**config.mk**
```make
export PLATFORM = sky130hd
export DESIGN_NAME = window_blind_controller_flat
export DESIGN_NICKNAME = d
export VERILOG_FILES = /design/src/rtl/core/wbc_pkg.sv /design/src/rtl/core/wbc_if.sv /design/src/rtl/core/wbc_ctrl.sv /design/src/rtl/core/wbc_datapath.sv /design/src/rtl/core/window_blind_controller.sv /design/src/flat_wrapper.sv
export SDC_FILE = /design/constraint.sdc
export NUM_CORES = 2
export LEC_CHECK = 0
export BUFFER_PORTS_ARGS = -buffer_cell sky130_fd_sc_hd__buf_2
export CAP_MARGIN = 40
export CORE_ASPECT_RATIO = 1.25
export CORE_MARGIN = 4
export CORE_UTILIZATION = 45
export CTS_CLUSTER_SIZE = 30
export DETAILED_ROUTE_END_ITERATION = 8
export GPL_TIMING_DRIVEN = 0
export PLACE_DENSITY_LB_ADDON = 0.15
export SLEW_MARGIN = 20
export SYNTH_ARGS = -nofsm -noshare
export SYNTH_HDL_FRONTEND = slang
export SYNTH_SLANG_ARGS = --single-unit
```
**constraint.sdc**
```tcl
create_clock -name clk -period 7.1 [get_ports clk]
set_clock_uncertainty 0.05 [all_clocks]
set_input_delay 0.355 -clock clk [delete_from_list [all_inputs] [get_ports clk]]
set_output_delay 0.355 -clock clk [all_outputs]
set_load 0.01 [all_outputs]
```
**src/rtl/core/wbc_pkg.sv**
```systemverilog
// ----------------------------------------------------------------------------
// Window blind controller package
// Field widths, key and setting codes, drive times, scaling constants and
// the types shared by the controller, the datapath and the channel interfaces.
// ----------------------------------------------------------------------------
package wbc_pkg;

	// Number of conversions that each light sum holds.
	localparam int READINGS_AVERAGED = 5;

	// Field widths.
	localparam int SUM_W     = 13;
	localparam int ECHO_W    = 16;
	localparam int KEY_W     = 3;
	localparam int LEVEL_W   = 7;
	localparam int TIME_W    = 10;
	localparam int SET_W     = 2;
	localparam int CFG_IDX_W = 2;

	// Configuration register indexes.
	localparam logic [CFG_IDX_W-1:0] CFG_DARK_LEVEL      = 2'd0;
	localparam logic [CFG_IDX_W-1:0] CFG_BRIGHTER_MARGIN = 2'd1;
	localparam logic [CFG_IDX_W-1:0] CFG_MANUAL_STEP     = 2'd2;

	// Configuration reset values.
	localparam logic [LEVEL_W-1:0] DARK_LEVEL_RST      = 7'd10;
	localparam logic [LEVEL_W-1:0] BRIGHTER_MARGIN_RST = 7'd10;
	localparam logic [LEVEL_W-1:0] MANUAL_STEP_RST     = 7'd20;

	// Key codes.
	localparam logic [KEY_W-1:0] KEY_NONE      = 3'd0;
	localparam logic [KEY_W-1:0] KEY_BRIGHTEN  = 3'd1;
	localparam logic [KEY_W-1:0] KEY_STEP_UP   = 3'd2;
	localparam logic [KEY_W-1:0] KEY_DARKEN    = 3'd4;
	localparam logic [KEY_W-1:0] KEY_STEP_DOWN = 3'd5;

	// Setting codes shown to the user.
	localparam logic [SET_W-1:0] SET_NONE     = 2'd0;
	localparam logic [SET_W-1:0] SET_BRIGHTEN = 2'd1;
	localparam logic [SET_W-1:0] SET_DARKEN   = 2'd2;
	localparam logic [SET_W-1:0] SET_MANUAL   = 2'd3;

	// Drive times in 0.1 ms units.
	localparam logic [TIME_W-1:0] TIME_NONE       = 10'd0;
	localparam logic [TIME_W-1:0] TIME_OPEN_DAY   = 10'd800;
	localparam logic [TIME_W-1:0] TIME_CLOSE      = 10'd300;
	localparam logic [TIME_W-1:0] TIME_OPEN_NIGHT = 10'd600;
	localparam logic [TIME_W-1:0] TIME_STEP_UP    = 10'd700;
	localparam logic [TIME_W-1:0] TIME_STEP_DOWN  = 10'd150;

	// Scaled range limits.
	localparam int LEVEL_MAX = 100;
	localparam int POS_LOW   = 2;
	localparam int POS_HIGH  = 98;

	// Averaging: floor(sum / READINGS_AVERAGED) by reciprocal multiply.
	localparam int AVG_SHIFT   = 17;
	localparam int AVG_RECIP   = ((1 << AVG_SHIFT) + READINGS_AVERAGED - 1) / READINGS_AVERAGED;
	localparam int AVG_RECIP_W = 18;

	// Light: 100 - (avg - 50) * 100 / 900, the span reduces to a divide by 9.
	localparam int LIGHT_OFFSET = 50;
	localparam int LIGHT_DIV    = (950 - 50) / 100;
	localparam int DIV_SHIFT    = 17;
	localparam int DIV_RECIP    = ((1 << DIV_SHIFT) + LIGHT_DIV - 1) / LIGHT_DIV;
	localparam int DIV_RECIP_W  = 14;
	localparam int QUOT_W       = 10;

	// Echo to millimeters: floor(echo * 17 / 100).
	localparam int ECHO17_W    = ECHO_W + 5;
	localparam int MM_DIV      = 100;
	localparam int MM_SHIFT    = 28;
	localparam int MM_RECIP    = ((1 << MM_SHIFT) + MM_DIV - 1) / MM_DIV;
	localparam int MM_RECIP_W  = 22;
	localparam int MM_W        = 14;

	// Position: (mm - 40) * 100 / 85, reduced to (mm - 40) * 20 / 17.
	localparam int MM_OFFSET   = 40;
	localparam int POS_SPAN    = 125 - 40;
	localparam int POS_DIV     = POS_SPAN / 5;
	localparam int PM_W        = MM_W + 5;
	localparam int POS_SHIFT   = 23;
	localparam int POS_RECIP   = ((1 << POS_SHIFT) + POS_DIV - 1) / POS_DIV;
	localparam int POS_RECIP_W = 19;
	localparam int P_W         = 15;

	// Controller states.
	typedef enum logic [2:0] {
		ST_IDLE,
		ST_SCALE,
		ST_DIVIDE,
		ST_POSITION,
		ST_DECIDE
	} state_t;

	// Commands from the controller to the datapath.
	typedef struct packed {
		logic load;
		logic scale;
		logic divide;
		logic position;
		logic commit;
	} wbc_cmd_t;

endpackage

```
**src/rtl/core/wbc_if.sv**
```systemverilog
// ----------------------------------------------------------------------------
// Window blind controller channel interfaces
// Sensor request channel, result channel and configuration write channel.
// ----------------------------------------------------------------------------
interface wbc_in_if;
	import wbc_pkg::*;

	logic               valid;
	logic               ready;
	logic [SUM_W-1:0]   in_light_sum;
	logic [SUM_W-1:0]   out_light_sum;
	logic [ECHO_W-1:0]  echo_time;
	logic [KEY_W-1:0]   key_code;

	modport source (output valid, output in_light_sum, output out_light_sum,
		output echo_time, output key_code, input ready);
	modport sink (input valid, input in_light_sum, input out_light_sum,
		input echo_time, input key_code, output ready);
endinterface

interface wbc_out_if;
	import wbc_pkg::*;

	logic               valid;
	logic               ready;
	logic               drive_direction;
	logic [TIME_W-1:0]  drive_time;
	logic               motor_on_after;
	logic [SET_W-1:0]   setting_code;
	logic [LEVEL_W-1:0] position;
	logic [LEVEL_W-1:0] inside_light;
	logic [LEVEL_W-1:0] outside_light;

	modport source (output valid, output drive_direction, output drive_time,
		output motor_on_after, output setting_code, output position,
		output inside_light, output outside_light, input ready);
	modport sink (input valid, input drive_direction, input drive_time,
		input motor_on_after, input setting_code, input position,
		input inside_light, input outside_light, output ready);
endinterface

interface wbc_cfg_if;
	import wbc_pkg::*;

	logic                 valid;
	logic                 ready;
	logic [CFG_IDX_W-1:0] index;
	logic [LEVEL_W-1:0]   data;

	modport source (output valid, output index, output data, input ready);
	modport sink (input valid, input index, input data, output ready);
endinterface

```
**src/rtl/core/wbc_ctrl.sv**
```systemverilog
// ----------------------------------------------------------------------------
// Window blind controller sequencer
// Steps one request through scale, divide, position and decide, and owns the
// result valid flag.
// ----------------------------------------------------------------------------
module wbc_ctrl (
	input  logic              clk,
	input  logic              arst_n,
	input  logic              in_valid,
	output logic              in_ready,
	output logic              out_valid,
	input  logic              out_ready,
	output wbc_pkg::wbc_cmd_t cmd
);
	import wbc_pkg::*;

	state_t state_q;
	state_t state_d;
	logic   out_valid_q;
	logic   slot_free;

	assign slot_free = !out_valid_q || out_ready;
	assign out_valid = out_valid_q;

	always_comb begin
		state_d = state_q;
		case (state_q)
			ST_IDLE: begin
				if (in_valid) begin
					state_d = ST_SCALE;
				end
			end
			ST_SCALE:    state_d = ST_DIVIDE;
			ST_DIVIDE:   state_d = ST_POSITION;
			ST_POSITION: state_d = ST_DECIDE;
			ST_DECIDE: begin
				if (slot_free) begin
					state_d = in_valid ? ST_SCALE : ST_IDLE;
				end
			end
			default:     state_d = ST_IDLE;
		endcase
	end

	always_comb begin
		in_ready     = 1'b0;
		cmd          = '0;
		case (state_q)
			ST_IDLE:     in_ready = 1'b1;
			ST_SCALE:    cmd.scale = 1'b1;
			ST_DIVIDE:   cmd.divide = 1'b1;
			ST_POSITION: cmd.position = 1'b1;
			ST_DECIDE: begin
				in_ready   = slot_free;
				cmd.commit = slot_free;
			end
			default:     in_ready = 1'b0;
		endcase
		cmd.load = in_valid && in_ready;
	end

	always_ff @(posedge clk or negedge arst_n) begin
		if (!arst_n) begin
			state_q     <= ST_IDLE;
			out_valid_q <= 1'b0;
		end else begin
			state_q <= state_d;
			if (cmd.commit) begin
				out_valid_q <= 1'b1;
			end else if (out_ready) begin
				out_valid_q <= 1'b0;
			end
		end
	end

`ifndef SYNTHESIS
	a_scale_then_divide: assert property (@(posedge clk) disable iff (!arst_n)
		state_q == ST_SCALE |=> state_q == ST_DIVIDE)
		else $error("scale step not followed by divide step");
	a_commit_sets_valid: assert property (@(posedge clk) disable iff (!arst_n)
		cmd.commit |=> out_valid_q)
		else $error("committed result not presented");
	a_load_starts_work: assert property (@(posedge clk) disable iff (!arst_n)
		cmd.load |=> state_q == ST_SCALE)
		else $error("accepted request did not start scaling");
	a_one_step: assert property (@(posedge clk) disable iff (!arst_n)
		$onehot0({cmd.scale, cmd.divide, cmd.position, cmd.commit}))
		else $error("more than one datapath step active");
`endif

endmodule

```
**src/rtl/core/wbc_datapath.sv**
```systemverilog
// ----------------------------------------------------------------------------
// Window blind controller datapath
// Sensor scaling by reciprocal multiplies, mode decision, mode state,
// configuration registers and the result register.
// ----------------------------------------------------------------------------
module wbc_datapath (
	input  logic                          clk,
	input  logic                          arst_n,
	input  wbc_pkg::wbc_cmd_t             cmd,
	input  logic                          cfg_we,
	input  logic [wbc_pkg::CFG_IDX_W-1:0] cfg_index,
	input  logic [wbc_pkg::LEVEL_W-1:0]   cfg_data,
	input  logic [wbc_pkg::SUM_W-1:0]     in_light_sum,
	input  logic [wbc_pkg::SUM_W-1:0]     out_light_sum,
	input  logic [wbc_pkg::ECHO_W-1:0]    echo_time,
	input  logic [wbc_pkg::KEY_W-1:0]     key_code,
	output logic                          drive_direction,
	output logic [wbc_pkg::TIME_W-1:0]    drive_time,
	output logic                          motor_on_after,
	output logic [wbc_pkg::SET_W-1:0]     setting_code,
	output logic [wbc_pkg::LEVEL_W-1:0]   position,
	output logic [wbc_pkg::LEVEL_W-1:0]   inside_light,
	output logic [wbc_pkg::LEVEL_W-1:0]   outside_light
);
	import wbc_pkg::*;

	// Configuration.
	logic [LEVEL_W-1:0] dark_level_q;
	logic [LEVEL_W-1:0] brighter_margin_q;
	logic [LEVEL_W-1:0] manual_step_q;

	// Captured request.
	logic [SUM_W-1:0]  in_sum_q;
	logic [SUM_W-1:0]  out_sum_q;
	logic [ECHO_W-1:0] echo_q;
	logic [KEY_W-1:0]  key_q;

	// Stage registers.
	logic [SUM_W-1:0]    avg_in_s1, avg_out_s1;
	logic [ECHO17_W-1:0] echo17_s1;
	logic                dim_in_s2, dim_out_s2;
	logic [QUOT_W-1:0]   quot_in_s2, quot_out_s2;
	logic [MM_W-1:0]     mm_s2;
	logic [LEVEL_W-1:0]  inl_s3, outl_s3;
	logic                near_s3;
	logic [P_W-1:0]      p_s3;

	// Mode state.
	logic [KEY_W-1:0]   active_key_q;
	logic [SET_W-1:0]   shown_setting_q;
	logic               step_done_q;
	logic [LEVEL_W-1:0] step_start_q;
	logic               motor_running_q;
	logic               last_direction_q;

	// Scale step products.
	logic [SUM_W+AVG_RECIP_W-1:0] avg_in_prod, avg_out_prod;
	logic [ECHO17_W-1:0]          echo17;

	// Divide step.
	logic [SUM_W-1:0]              dif_in, dif_out;
	logic [SUM_W+DIV_RECIP_W-1:0]  quot_in_prod, quot_out_prod;
	logic [ECHO17_W+MM_RECIP_W-1:0] mm_prod;

	// Position step.
	logic [MM_W-1:0]               mm_off;
	logic [PM_W-1:0]               pm;
	logic [PM_W+POS_RECIP_W-1:0]   p_prod;
	logic [LEVEL_W-1:0]            inl_d, outl_d;

	// Decision.
	logic [LEVEL_W-1:0] pos;
	logic [KEY_W-1:0]   key_d;
	logic [SET_W-1:0]   set_d;
	logic               done_d;
	logic [LEVEL_W-1:0] start_d;
	logic [LEVEL_W-1:0] start_sel;
	logic               motor_d;
	logic               dir_d;
	logic [TIME_W-1:0]  time_d;

	function automatic logic [LEVEL_W-1:0] light_level(input logic dim,
		input logic [QUOT_W-1:0] quot);
		logic [LEVEL_W-1:0] lvl;
		if (dim) begin
			lvl = LEVEL_W'(LEVEL_MAX);
		end else if (quot >= QUOT_W'(LEVEL_MAX)) begin
			lvl = '0;
		end else begin
			lvl = LEVEL_W'(QUOT_W'(LEVEL_MAX) - quot);
		end
		return lvl;
	endfunction

	// Scale: averages and echo times 17.
	assign avg_in_prod  = (SUM_W+AVG_RECIP_W)'(in_sum_q) * AVG_RECIP_W'(AVG_RECIP);
	assign avg_out_prod = (SUM_W+AVG_RECIP_W)'(out_sum_q) * AVG_RECIP_W'(AVG_RECIP);
	assign echo17       = {echo_q, 4'b0000} + ECHO17_W'(echo_q);

	// Divide: light quotients by 9 and millimeters by 100.
	assign dif_in  = avg_in_s1 - SUM_W'(LIGHT_OFFSET);
	assign dif_out = avg_out_s1 - SUM_W'(LIGHT_OFFSET);
	assign quot_in_prod  = (SUM_W+DIV_RECIP_W)'(dif_in) * DIV_RECIP_W'(DIV_RECIP);
	assign quot_out_prod = (SUM_W+DIV_RECIP_W)'(dif_out) * DIV_RECIP_W'(DIV_RECIP);
	assign mm_prod = (ECHO17_W+MM_RECIP_W)'(echo17_s1) * MM_RECIP_W'(MM_RECIP);

	// Position: (mm - 40) * 20 / 17.
	assign mm_off = mm_s2 - MM_W'(MM_OFFSET);
	assign pm     = {mm_off, 4'b0000} + {1'b0, mm_off, 2'b00};
	assign p_prod = (PM_W+POS_RECIP_W)'(pm) * POS_RECIP_W'(POS_RECIP);
	assign inl_d  = light_level(dim_in_s2, quot_in_s2);
	assign outl_d = light_level(dim_out_s2, quot_out_s2);

	always_ff @(posedge clk) begin
		if (cmd.load) begin
			in_sum_q  <= in_light_sum;
			out_sum_q <= out_light_sum;
			echo_q    <= echo_time;
			key_q     <= key_code;
		end
		if (cmd.scale) begin
			avg_in_s1  <= avg_in_prod[AVG_SHIFT +: SUM_W];
			avg_out_s1 <= avg_out_prod[AVG_SHIFT +: SUM_W];
			echo17_s1  <= echo17;
		end
		if (cmd.divide) begin
			dim_in_s2   <= avg_in_s1 <= SUM_W'(LIGHT_OFFSET);
			dim_out_s2  <= avg_out_s1 <= SUM_W'(LIGHT_OFFSET);
			quot_in_s2  <= quot_in_prod[DIV_SHIFT +: QUOT_W];
			quot_out_s2 <= quot_out_prod[DIV_SHIFT +: QUOT_W];
			mm_s2       <= mm_prod[MM_SHIFT +: MM_W];
		end
		if (cmd.position) begin
			inl_s3  <= inl_d;
			outl_s3 <= outl_d;
			near_s3 <= mm_s2 < MM_W'(MM_OFFSET);
			p_s3    <= p_prod[POS_SHIFT +: P_W];
		end
	end

	// Position clamp: readings near either end snap to closed or open.
	always_comb begin
		if (near_s3 || p_s3 <= P_W'(POS_LOW)) begin
			pos = '0;
		end else if (p_s3 >= P_W'(POS_HIGH)) begin
			pos = LEVEL_W'(LEVEL_MAX);
		end else begin
			pos = p_s3[LEVEL_W-1:0];
		end
	end

	// Mode decision.
	always_comb begin
		key_d   = active_key_q;
		if (key_q == KEY_BRIGHTEN || key_q == KEY_STEP_UP || key_q == KEY_DARKEN ||
			key_q == KEY_STEP_DOWN) begin
			key_d = key_q;
		end
		set_d     = shown_setting_q;
		done_d    = step_done_q;
		start_d   = step_start_q;
		motor_d   = motor_running_q;
		dir_d     = last_direction_q;
		time_d    = TIME_NONE;
		start_sel = step_done_q ? pos : step_start_q;
		case (key_d)
			KEY_BRIGHTEN: set_d = SET_BRIGHTEN;
			KEY_DARKEN:   set_d = SET_DARKEN;
			KEY_STEP_UP:  set_d = SET_MANUAL;
			KEY_STEP_DOWN: set_d = SET_MANUAL;
			default:      set_d = shown_setting_q;
		endcase
		case (key_d)
			KEY_BRIGHTEN: begin
				if (outl_s3 < dark_level_q) begin
					if (pos != '0) begin
						dir_d = 1'b0; time_d = TIME_CLOSE; motor_d = 1'b0;
					end
				end else if ({1'b0, outl_s3} > {1'b0, inl_s3} + {1'b0, brighter_margin_q}) begin
					if (pos < LEVEL_W'(LEVEL_MAX)) begin
						dir_d = 1'b1; time_d = TIME_OPEN_DAY; motor_d = 1'b1;
					end
				end else begin
					motor_d = 1'b0;
				end
			end
			KEY_DARKEN: begin
				if (outl_s3 > dark_level_q) begin
					if (pos != '0) begin
						dir_d = 1'b0; time_d = TIME_CLOSE; motor_d = 1'b0;
					end
				end else if (pos < LEVEL_W'(LEVEL_MAX)) begin
					dir_d = 1'b1; time_d = TIME_OPEN_NIGHT; motor_d = 1'b1;
				end
			end
			KEY_STEP_UP: begin
				if (step_done_q) begin
					start_d = pos; done_d = 1'b0;
				end
				if ({1'b0, pos} < {1'b0, start_sel} + {1'b0, manual_step_q} &&
					pos < LEVEL_W'(LEVEL_MAX)) begin
					dir_d = 1'b1; time_d = TIME_STEP_UP; motor_d = 1'b1;
				end else begin
					motor_d = 1'b0; done_d = 1'b1; key_d = KEY_NONE;
				end
			end
			KEY_STEP_DOWN: begin
				if (step_done_q) begin
					start_d = pos; done_d = 1'b0;
				end
				if ({1'b0, pos} + {1'b0, manual_step_q} > {1'b0, start_sel} && pos != '0) begin
					dir_d = 1'b0; time_d = TIME_STEP_DOWN; motor_d = 1'b0;
				end else begin
					done_d = 1'b1; key_d = KEY_NONE;
				end
			end
			default: time_d = TIME_NONE;
		endcase
	end

	always_ff @(posedge clk or negedge arst_n) begin
		if (!arst_n) begin
			dark_level_q      <= DARK_LEVEL_RST;
			brighter_margin_q <= BRIGHTER_MARGIN_RST;
			manual_step_q     <= MANUAL_STEP_RST;
			active_key_q      <= KEY_NONE;
			shown_setting_q   <= SET_NONE;
			step_done_q       <= 1'b1;
			step_start_q      <= '0;
			motor_running_q   <= 1'b0;
			last_direction_q  <= 1'b1;
		end else begin
			if (cfg_we) begin
				case (cfg_index)
					CFG_DARK_LEVEL:      dark_level_q <= cfg_data;
					CFG_BRIGHTER_MARGIN: brighter_margin_q <= cfg_data;
					CFG_MANUAL_STEP:     manual_step_q <= cfg_data;
					default:             manual_step_q <= manual_step_q;
				endcase
			end
			if (cmd.commit) begin
				active_key_q     <= key_d;
				shown_setting_q  <= set_d;
				step_done_q      <= done_d;
				step_start_q     <= start_d;
				motor_running_q  <= motor_d;
				last_direction_q <= dir_d;
			end
		end
	end

	// Result register.
	always_ff @(posedge clk) begin
		if (cmd.commit) begin
			drive_direction <= dir_d;
			drive_time      <= time_d;
			motor_on_after  <= motor_d;
			setting_code    <= set_d;
			position        <= pos;
			inside_light    <= inl_s3;
			outside_light   <= outl_s3;
		end
	end

endmodule

```
**src/rtl/core/window_blind_controller.sv**
```systemverilog
// ----------------------------------------------------------------------------
// Window blind controller
// Scales light and echo readings and decides the blind motor drive per request.
// ----------------------------------------------------------------------------
// Usage:
// The sensor channel carries one request per control pass: the inside and
// outside light sums, the ultrasonic echo time and an optional key. Every
// request produces exactly one result on the result channel, with drive
// direction, drive time, motor state, setting code and the scaled position
// and light values. Both channels use valid/ready; a request moves at a clock
// edge where both are high. The cfg channel writes dark level, brighter
// margin and manual step by index; it is always ready and is meant to be
// written only while no request is in flight.
// A new request is taken in the cycle the previous result is committed, so
// each request goes through the scale, divide, position and decide steps of
// the sequencer before the next one starts. The result sits in an output
// register; while the receiver stalls one further request is worked up to
// the decide step and then waits there. Reset clears the mode to none, marks
// the manual step as done, sets the last direction to opening and loads the
// register defaults.
// ----------------------------------------------------------------------------
module window_blind_controller (
	input  logic      clk,
	input  logic      arst_n,
	wbc_in_if.sink    sensor,
	wbc_out_if.source result,
	wbc_cfg_if.sink   cfg
);
	import wbc_pkg::*;

	wbc_cmd_t cmd;
	logic     in_ready;
	logic     out_valid;

	// The configuration registers take a write in any cycle.
	assign cfg.ready = 1'b1;

	assign sensor.ready = in_ready;
	assign result.valid = out_valid;

	// The sequencer steps each request through the datapath and holds the
	// result valid flag until the receiver takes the result.
	wbc_ctrl u_ctrl (
		.clk       (clk),
		.arst_n    (arst_n),
		.in_valid  (sensor.valid),
		.in_ready  (in_ready),
		.out_valid (out_valid),
		.out_ready (result.ready),
		.cmd       (cmd)
	);

	// The datapath holds the scaling stages, the mode state, the
	// configuration registers and the result register.
	wbc_datapath u_datapath (
		.clk             (clk),
		.arst_n          (arst_n),
		.cmd             (cmd),
		.cfg_we          (cfg.valid),
		.cfg_index       (cfg.index),
		.cfg_data        (cfg.data),
		.in_light_sum    (sensor.in_light_sum),
		.out_light_sum   (sensor.out_light_sum),
		.echo_time       (sensor.echo_time),
		.key_code        (sensor.key_code),
		.drive_direction (result.drive_direction),
		.drive_time      (result.drive_time),
		.motor_on_after  (result.motor_on_after),
		.setting_code    (result.setting_code),
		.position        (result.position),
		.inside_light    (result.inside_light),
		.outside_light   (result.outside_light)
	);

endmodule
```
**src/flat_wrapper.sv**
```systemverilog
// flat-port wrapper written by rule: the top's interface ports become plain ports
module window_blind_controller_flat import wbc_pkg::*;
  (clk, arst_n, sensor_valid, sensor_in_light_sum, sensor_out_light_sum, sensor_echo_time, sensor_key_code, sensor_ready, result_valid, result_drive_direction, result_drive_time, result_motor_on_after, result_setting_code, result_position, result_inside_light, result_outside_light, result_ready, cfg_valid, cfg_index, cfg_data, cfg_ready);
  wbc_in_if sensor_i ();
  wbc_out_if result_i ();
  wbc_cfg_if cfg_i ();
  input  logic clk;
  input  logic arst_n;
  input wire logic [$bits(sensor_i.valid)-1:0] sensor_valid;
  input wire logic [$bits(sensor_i.in_light_sum)-1:0] sensor_in_light_sum;
  input wire logic [$bits(sensor_i.out_light_sum)-1:0] sensor_out_light_sum;
  input wire logic [$bits(sensor_i.echo_time)-1:0] sensor_echo_time;
  input wire logic [$bits(sensor_i.key_code)-1:0] sensor_key_code;
  output wire logic [$bits(sensor_i.ready)-1:0] sensor_ready;
  output wire logic [$bits(result_i.valid)-1:0] result_valid;
  output wire logic [$bits(result_i.drive_direction)-1:0] result_drive_direction;
  output wire logic [$bits(result_i.drive_time)-1:0] result_drive_time;
  output wire logic [$bits(result_i.motor_on_after)-1:0] result_motor_on_after;
  output wire logic [$bits(result_i.setting_code)-1:0] result_setting_code;
  output wire logic [$bits(result_i.position)-1:0] result_position;
  output wire logic [$bits(result_i.inside_light)-1:0] result_inside_light;
  output wire logic [$bits(result_i.outside_light)-1:0] result_outside_light;
  input wire logic [$bits(result_i.ready)-1:0] result_ready;
  input wire logic [$bits(cfg_i.valid)-1:0] cfg_valid;
  input wire logic [$bits(cfg_i.index)-1:0] cfg_index;
  input wire logic [$bits(cfg_i.data)-1:0] cfg_data;
  output wire logic [$bits(cfg_i.ready)-1:0] cfg_ready;
  assign sensor_i.valid = sensor_valid;
  assign sensor_i.in_light_sum = sensor_in_light_sum;
  assign sensor_i.out_light_sum = sensor_out_light_sum;
  assign sensor_i.echo_time = sensor_echo_time;
  assign sensor_i.key_code = sensor_key_code;
  assign sensor_ready = sensor_i.ready;
  assign result_valid = result_i.valid;
  assign result_drive_direction = result_i.drive_direction;
  assign result_drive_time = result_i.drive_time;
  assign result_motor_on_after = result_i.motor_on_after;
  assign result_setting_code = result_i.setting_code;
  assign result_position = result_i.position;
  assign result_inside_light = result_i.inside_light;
  assign result_outside_light = result_i.outside_light;
  assign result_i.ready = result_ready;
  assign cfg_i.valid = cfg_valid;
  assign cfg_i.index = cfg_index;
  assign cfg_i.data = cfg_data;
  assign cfg_ready = cfg_i.ready;
  window_blind_controller u_core (.clk(clk), .arst_n(arst_n), .sensor(sensor_i), .result(result_i), .cfg(cfg_i));
endmodule
```
After elaboration in Yosys (flattened, before gate mapping). Cells that the tools add are included.

Bits of input ports: 59. Output and inout bits: 38. Logic and storage cells: 153. Flip-flop bits (word level): 229.

Reductions and logical operators: 23. Magnitude comparators: 13. Eq/ne operators: 16. Multiply operators: 6. Add/sub/neg operators: 10. Mux-type cells: 49.

Operator list (count): $mux W10 (6); $mul A13 B15 Y28 const B (2); $mul A13 B12 Y25 const B (2); $mul A21 B22 Y42 const B (1); $pmux W10 S4 (1); $mul A19 B16 Y35 const B (1); $mux W7 (5); $add A7 B7 Y8 (3); $sub A11 B6 Y12 const B (2); $mux W1 (23); $le A11 B6 Y1 const B (2); $add A20 B16 Y21 (1); $ge A10 B7 Y1 const B (2); $add A18 B16 Y19 (1); $eq A3 B3 Y1 const B (5); $ge A15 B7 Y1 const B (1); $le A15 B2 Y1 const B (1); $mux W3 (5); $pmux W3 S5 (1); $lt A14 B6 Y1 const B (1); $sub A14 B6 Y14 const B (1); $sub A7 B7 Y7 const A (2); $eq A3 B2 Y1 const B (4); $reduce_and A2 Y1 (6); 24 further kinds (38).

Longest topological paths before layout.
Word-level depth: 9. Gate-level depth with buffers: 36. Gate-level depth less buffers: 35.

Modules after synthesis. A second synthesis with hierarchy kept.

Cells, all modules: 2991. Area, all modules: 32052.0 µm².

Modules (own cells, without submodules): wbc_datapath (times used 1, cells an instance 2967, seq. area each 6556.3 µm², area each 31836.8 µm²); wbc_ctrl (times used 1, cells an instance 22, seq. area each 100.1 µm², area each 203.9 µm²); window_blind_controller (times used 1, cells an instance 2, seq. area each 0.0 µm², area each 11.3 µm²).

Worst setup path before layout. OpenSTA, ideal clock, no wires.

Path type: reg-to-reg. From: reg u_core.u_datapath.mm_s2[3]. To: reg u_core.u_datapath.p_s3[8] (data pin). Setup time: 262 ps. Stages on the path, launching flop included: 33. Period minus slack after synthesis: 7676 ps. Required time: 6788 ps. Arrival: 7364 ps. Setup slack: -576 ps. Buffers on the path: 0. Cell sequence: edfxtp_1 -> inv_1 -> ha_1 -> nand2b_1 -> nand2b_1 -> nand2_1 -> nand2_1 -> ha_1 -> or4_4 -> o211ai_1 -> a21oi_1 -> xnor2_1 -> inv_1 -> fa_1 -> ha_1 -> ha_1 -> inv_1 -> fa_1 -> inv_1 -> fa_1 -> inv_1 -> fa_1 -> inv_1 -> ha_1 -> a2111oi_0 -> o21ai_0 -> nand2_1 -> o21a_1 -> o21ai_0 -> or2_2 -> a31oi_1 -> o21bai_1 -> xor2_1.

Longest elaborated chain between the ends: 3.

Ends and longest elaborated chain: from (decl) (line wbc_datapath.sv:43) `logic [MM_W-1:0] mm_s2;`; from (signal assigned) (line wbc_datapath.sv:131) `mm_s2 <= mm_prod[MM_SHIFT +: MM_W];`; $sub A14 B6 Y14 (line wbc_datapath.sv:108) `assign mm_off = mm_s2 - MM_W'(MM_OFFSET);`; $add A18 B16 Y19 (line wbc_datapath.sv:109) `assign pm = {mm_off, 4'b0000} + {1'b0, mm_off, 2'b00};`; $mul A19 B16 Y35 (line wbc_datapath.sv:110) `assign p_prod = (PM_W+POS_RECIP_W)'(pm) * POS_RECIP_W'(POS_RECIP);`; via u_core.u_datapath.p_prod[31] (line wbc_datapath.sv:68) `logic [PM_W+POS_RECIP_W-1:0] p_prod;`; to (signal assigned) (line wbc_datapath.sv:137) `p_s3 <= p_prod[POS_SHIFT +: P_W];`; to (decl) (line wbc_datapath.sv:46) `logic [P_W-1:0] p_s3;`.

The timed path passes the listed nets, and every way through them passes these cells. A chain may end at the register's enable or synchronous reset.

Final worst setup path. Same ends and word-level chain as after synthesis.

==> results.toml <==
[status]
status = "complete, but fails checks"
violations = "negative setup slack"

[floorplan]
die-area_mm2 = 0.0755
design.core.area_mm2 = 0.0706
start_util_pct = 45.3
pin_count = 97
die_w_um = 247
die_y_um = 306
rows = 109

[sta]
whs_ns = 0.0867
setup_slack_ns = -0.156
worstMarginPinSlew_ns = 0.759
max_freq_mhz = 138
finalCriticalPeriod_ns = 7.26
drv_slew = 0
setup_viol = 6
rsz0062_at_grt = "yes"
hold_viol_final = 0
relSlewSlack_pct = 49.2
fin_crit_sh_pct = 102

[drt]
drc = 0
via_count = 20800
wl_per_cell_um = 15.6
totalWireLength_um = 65200
ant_nets = 0
first_pass_iters = 4
drtIter0Drc = 565
viasPerCell = 4.98

[worst_setup_path]
crit_required_ns = 7.39
path_class = "reg -> reg"
cp-end-kind = "flop"
cpMaxStageDelayCell = "fa_1"
path_max_fanout = 5
max_stage_delay_ns = 0.53
cp.arrival_ns = 7.55
critPathLaunchType = "flop"

[synth]
synth_ff_type = "edfxtp_1"
ys_ff_latch = 228
syn-cell-area_mm2 = 0.0320
async_flop_share_pct = 17.5
synthTopCellsByArea = "ha_1 (27%), fa_1 (24%), edfxtp_1 (18%)"
yosys.area_share.adder_pct = 51.6
yosysMostFrequentCell = "ha_1"
synth-compound-area-share_pct = 7.28
netlist-cell-type-count = 84
synth_top_family_by_area = "adder cells"
yosys.area_share.simple_pct = 6.43
synth_top_area_share_pct = 27.2
syn-num-nets = 4113
yosys.area_share.xor_xnor_pct = 4.69
synth_seq_area_share_pct = 20.8
ys_warn_count = 0
synthCells = 2969
muxShareOfSynthArea_pct = 0.989
synth_common_cells = "ha_1 (697), inv_1 (685), fa_1 (388), edfxtp_1 (188), xnor2_1 (111)"
synth_edf_count = 188
synth_top_area_cell = "ha_1"
synth.avg_cell_area_um2 = 10.8

[job]
max_cap_violations = 0

[global_route]
grt_pass1_vias = 23400
overflow = 0
grt_max_degree = 46
grt_pass1_wl_um = 112000
track_usage_pct = 18.0
antenna_found_initial = 0

[cells_and_area]
fillers = 6387
n_antenna_cell = 0
area_growth_pct = 13.4
instances_no_fill = 4176
regArea_mm2 = 0.00666
multi_input_area_mm2 = 0.0233
final_nets = 4353
drive_gt1_share_pct = 11.6

[placed_design]
place.gp.congestion = 0.915
hpwlAfterDp_um = 56800
dpl.cell_count = 4016
io_buffer_count = 94

[cts]
cts_made_buffers = 30
cts_buffer_depth = 3
path_clk_slew_ns = 0.06
clock_sinks = 228
htreeDepth = 1
cts_tree = "built"
insertion_delay_ns = 0.59
cts_root_buffer = "clkbuf_16"

[hold_path]
hp-class = "in -> reg"
==> kinds of logic (layout without fill, tap and decap cells) <==
logic type               after synthesis  in the layout
adder cells (fa/ha/maj)             1087           1087
buffers and inverters                698            962
AND/OR/NAND/NOR                      402            402
AO/OA/AOI/OAI                        357            357
flip-flops                           228            228
XOR/XNOR                             166            166
multiplexers                          29             29
other                                  2              2
==> through the flow <==
step / setup TNS [ns] / worst slack, ns / instance area (um^2) / utilization (%)
finish: -0.471 / -0.156 / 36300 / 51.4
global route: -3.99 / -0.480 / 36300 / 51.4
CTS: -0.676 / -0.156 / 36100 / 51.1
detailed placement: -10.13 / -0.814 / 34000 / 48.1
global placement: -8.31 / -0.710 / 33800 / 47.9
floorplan: 0 / 0.00593 / 32200 / -
==> worst paths after layout <==
| check | slack [ns] | end | start | depth (start not counted) |
|---|---|---|---|---|
| max | -0.16 | u_core.u_datapath.p_s3[8]$_DFFE_PP_ | u_core.u_datapath.mm_s2[3]$_DFFE_PP_ | 33 |
| min | 0.09 | u_core.u_datapath.dark_level_q[1]$_DFFE_PN1P_ | cfg_index[0] | 4 |
| max reg2reg | -0.16 | u_core.u_datapath.p_s3[8]$_DFFE_PP_ | u_core.u_datapath.mm_s2[3]$_DFFE_PP_ | 33 |
| min reg2reg | 0.41 | u_core.u_datapath.outside_light[0]$_DFFE_PP_ | u_core.u_datapath.outl_s3[0]$_SDFFCE_PP0P_ | 0 |
| max in group asynchronous | 6.16 | u_core.u_datapath.dark_level_q[1]$_DFFE_PN1P_ | arst_n | 3 |
| min in group asynchronous | 0.25 | u_core.u_datapath.active_key_q[0]$_DFFE_PN0P_ | arst_n | 2 |
==> critical path, delay by kind of cell (launching register included) <==
kind | cells | cell delay [ns]
compound gates | 9 | 1.53
xor+xnor | 2 | 0.30
fa+ha+maj | 9 | 3.26
flops | 1 | 0.44
simple gates | 7 | 0.90
buf+inv | 6 | 0.50
==> layout by cell type (no fill, tap or decap), drive strengths merged, types with 17 or more instances in the layout <==
cell and n:
a21o 32, a21oi 100, buf 156, clkbuf 45
dfrtp 32, dlygate4sd3 55, edfxtp 188, fa 388
ha 697, inv 689, mux2 21, nand2 89
nand2b 26, nand3 21, nor2 108, nor2b 21
nor3 37, o21a 17, o21ai 85, o21bai 23
or2 25, xnor2 116, xor2 50
==> layer usage <==
metal	vias to the layer above	track usage, %	routed length, um
met3	74	1.98	1750
li1	10300	-	-
met1	10200	21.2	26600
met5	-	0	0
met2	247	35.0	35400
met4	0	3.60	1410
==> state kept, by name, summed over array words and instances, names as in the netlist, 9 cells and up <==
signal                         count
u_core.u_datapath.p_s3            15
u_core.u_datapath.in_sum_q        13
u_core.u_datapath.out_sum_q       13
u_core.u_datapath.avg_in_s1       11
u_core.u_datapath.quot_out_s2     10
u_core.u_datapath.echo17_s1       21
u_core.u_datapath.mm_s2           14
u_core.u_datapath.drive_time       9
u_core.u_datapath.avg_out_s1      11
u_core.u_datapath.echo_q          16
u_core.u_datapath.quot_in_s2      10
==> cell type report <==
type / count / area share, %
well taps: 943 / 3.25
clock inverters: 20 / 0.534
flip-flops and latches: 228 / 18.3
inverters: 685 / 7.08
multi-input cells: 2043 / 64.3
clock buffers: 36 / 2.19
repair buffers: 208 / 4.15
plain buffers: 13 / 0.200
==> timing repair <==
item,4_1_cts,5_1_grt
hold endpoints to repair,84,0
gates resized for setup,63,25
buffers inserted,34,16
hold buffers,55,0
pin swaps,43,22
setup endpoints to repair,24,27
Power is not shown: default switching activity piles up to over one toggle a cycle in this logic, so the estimate is an artifact.
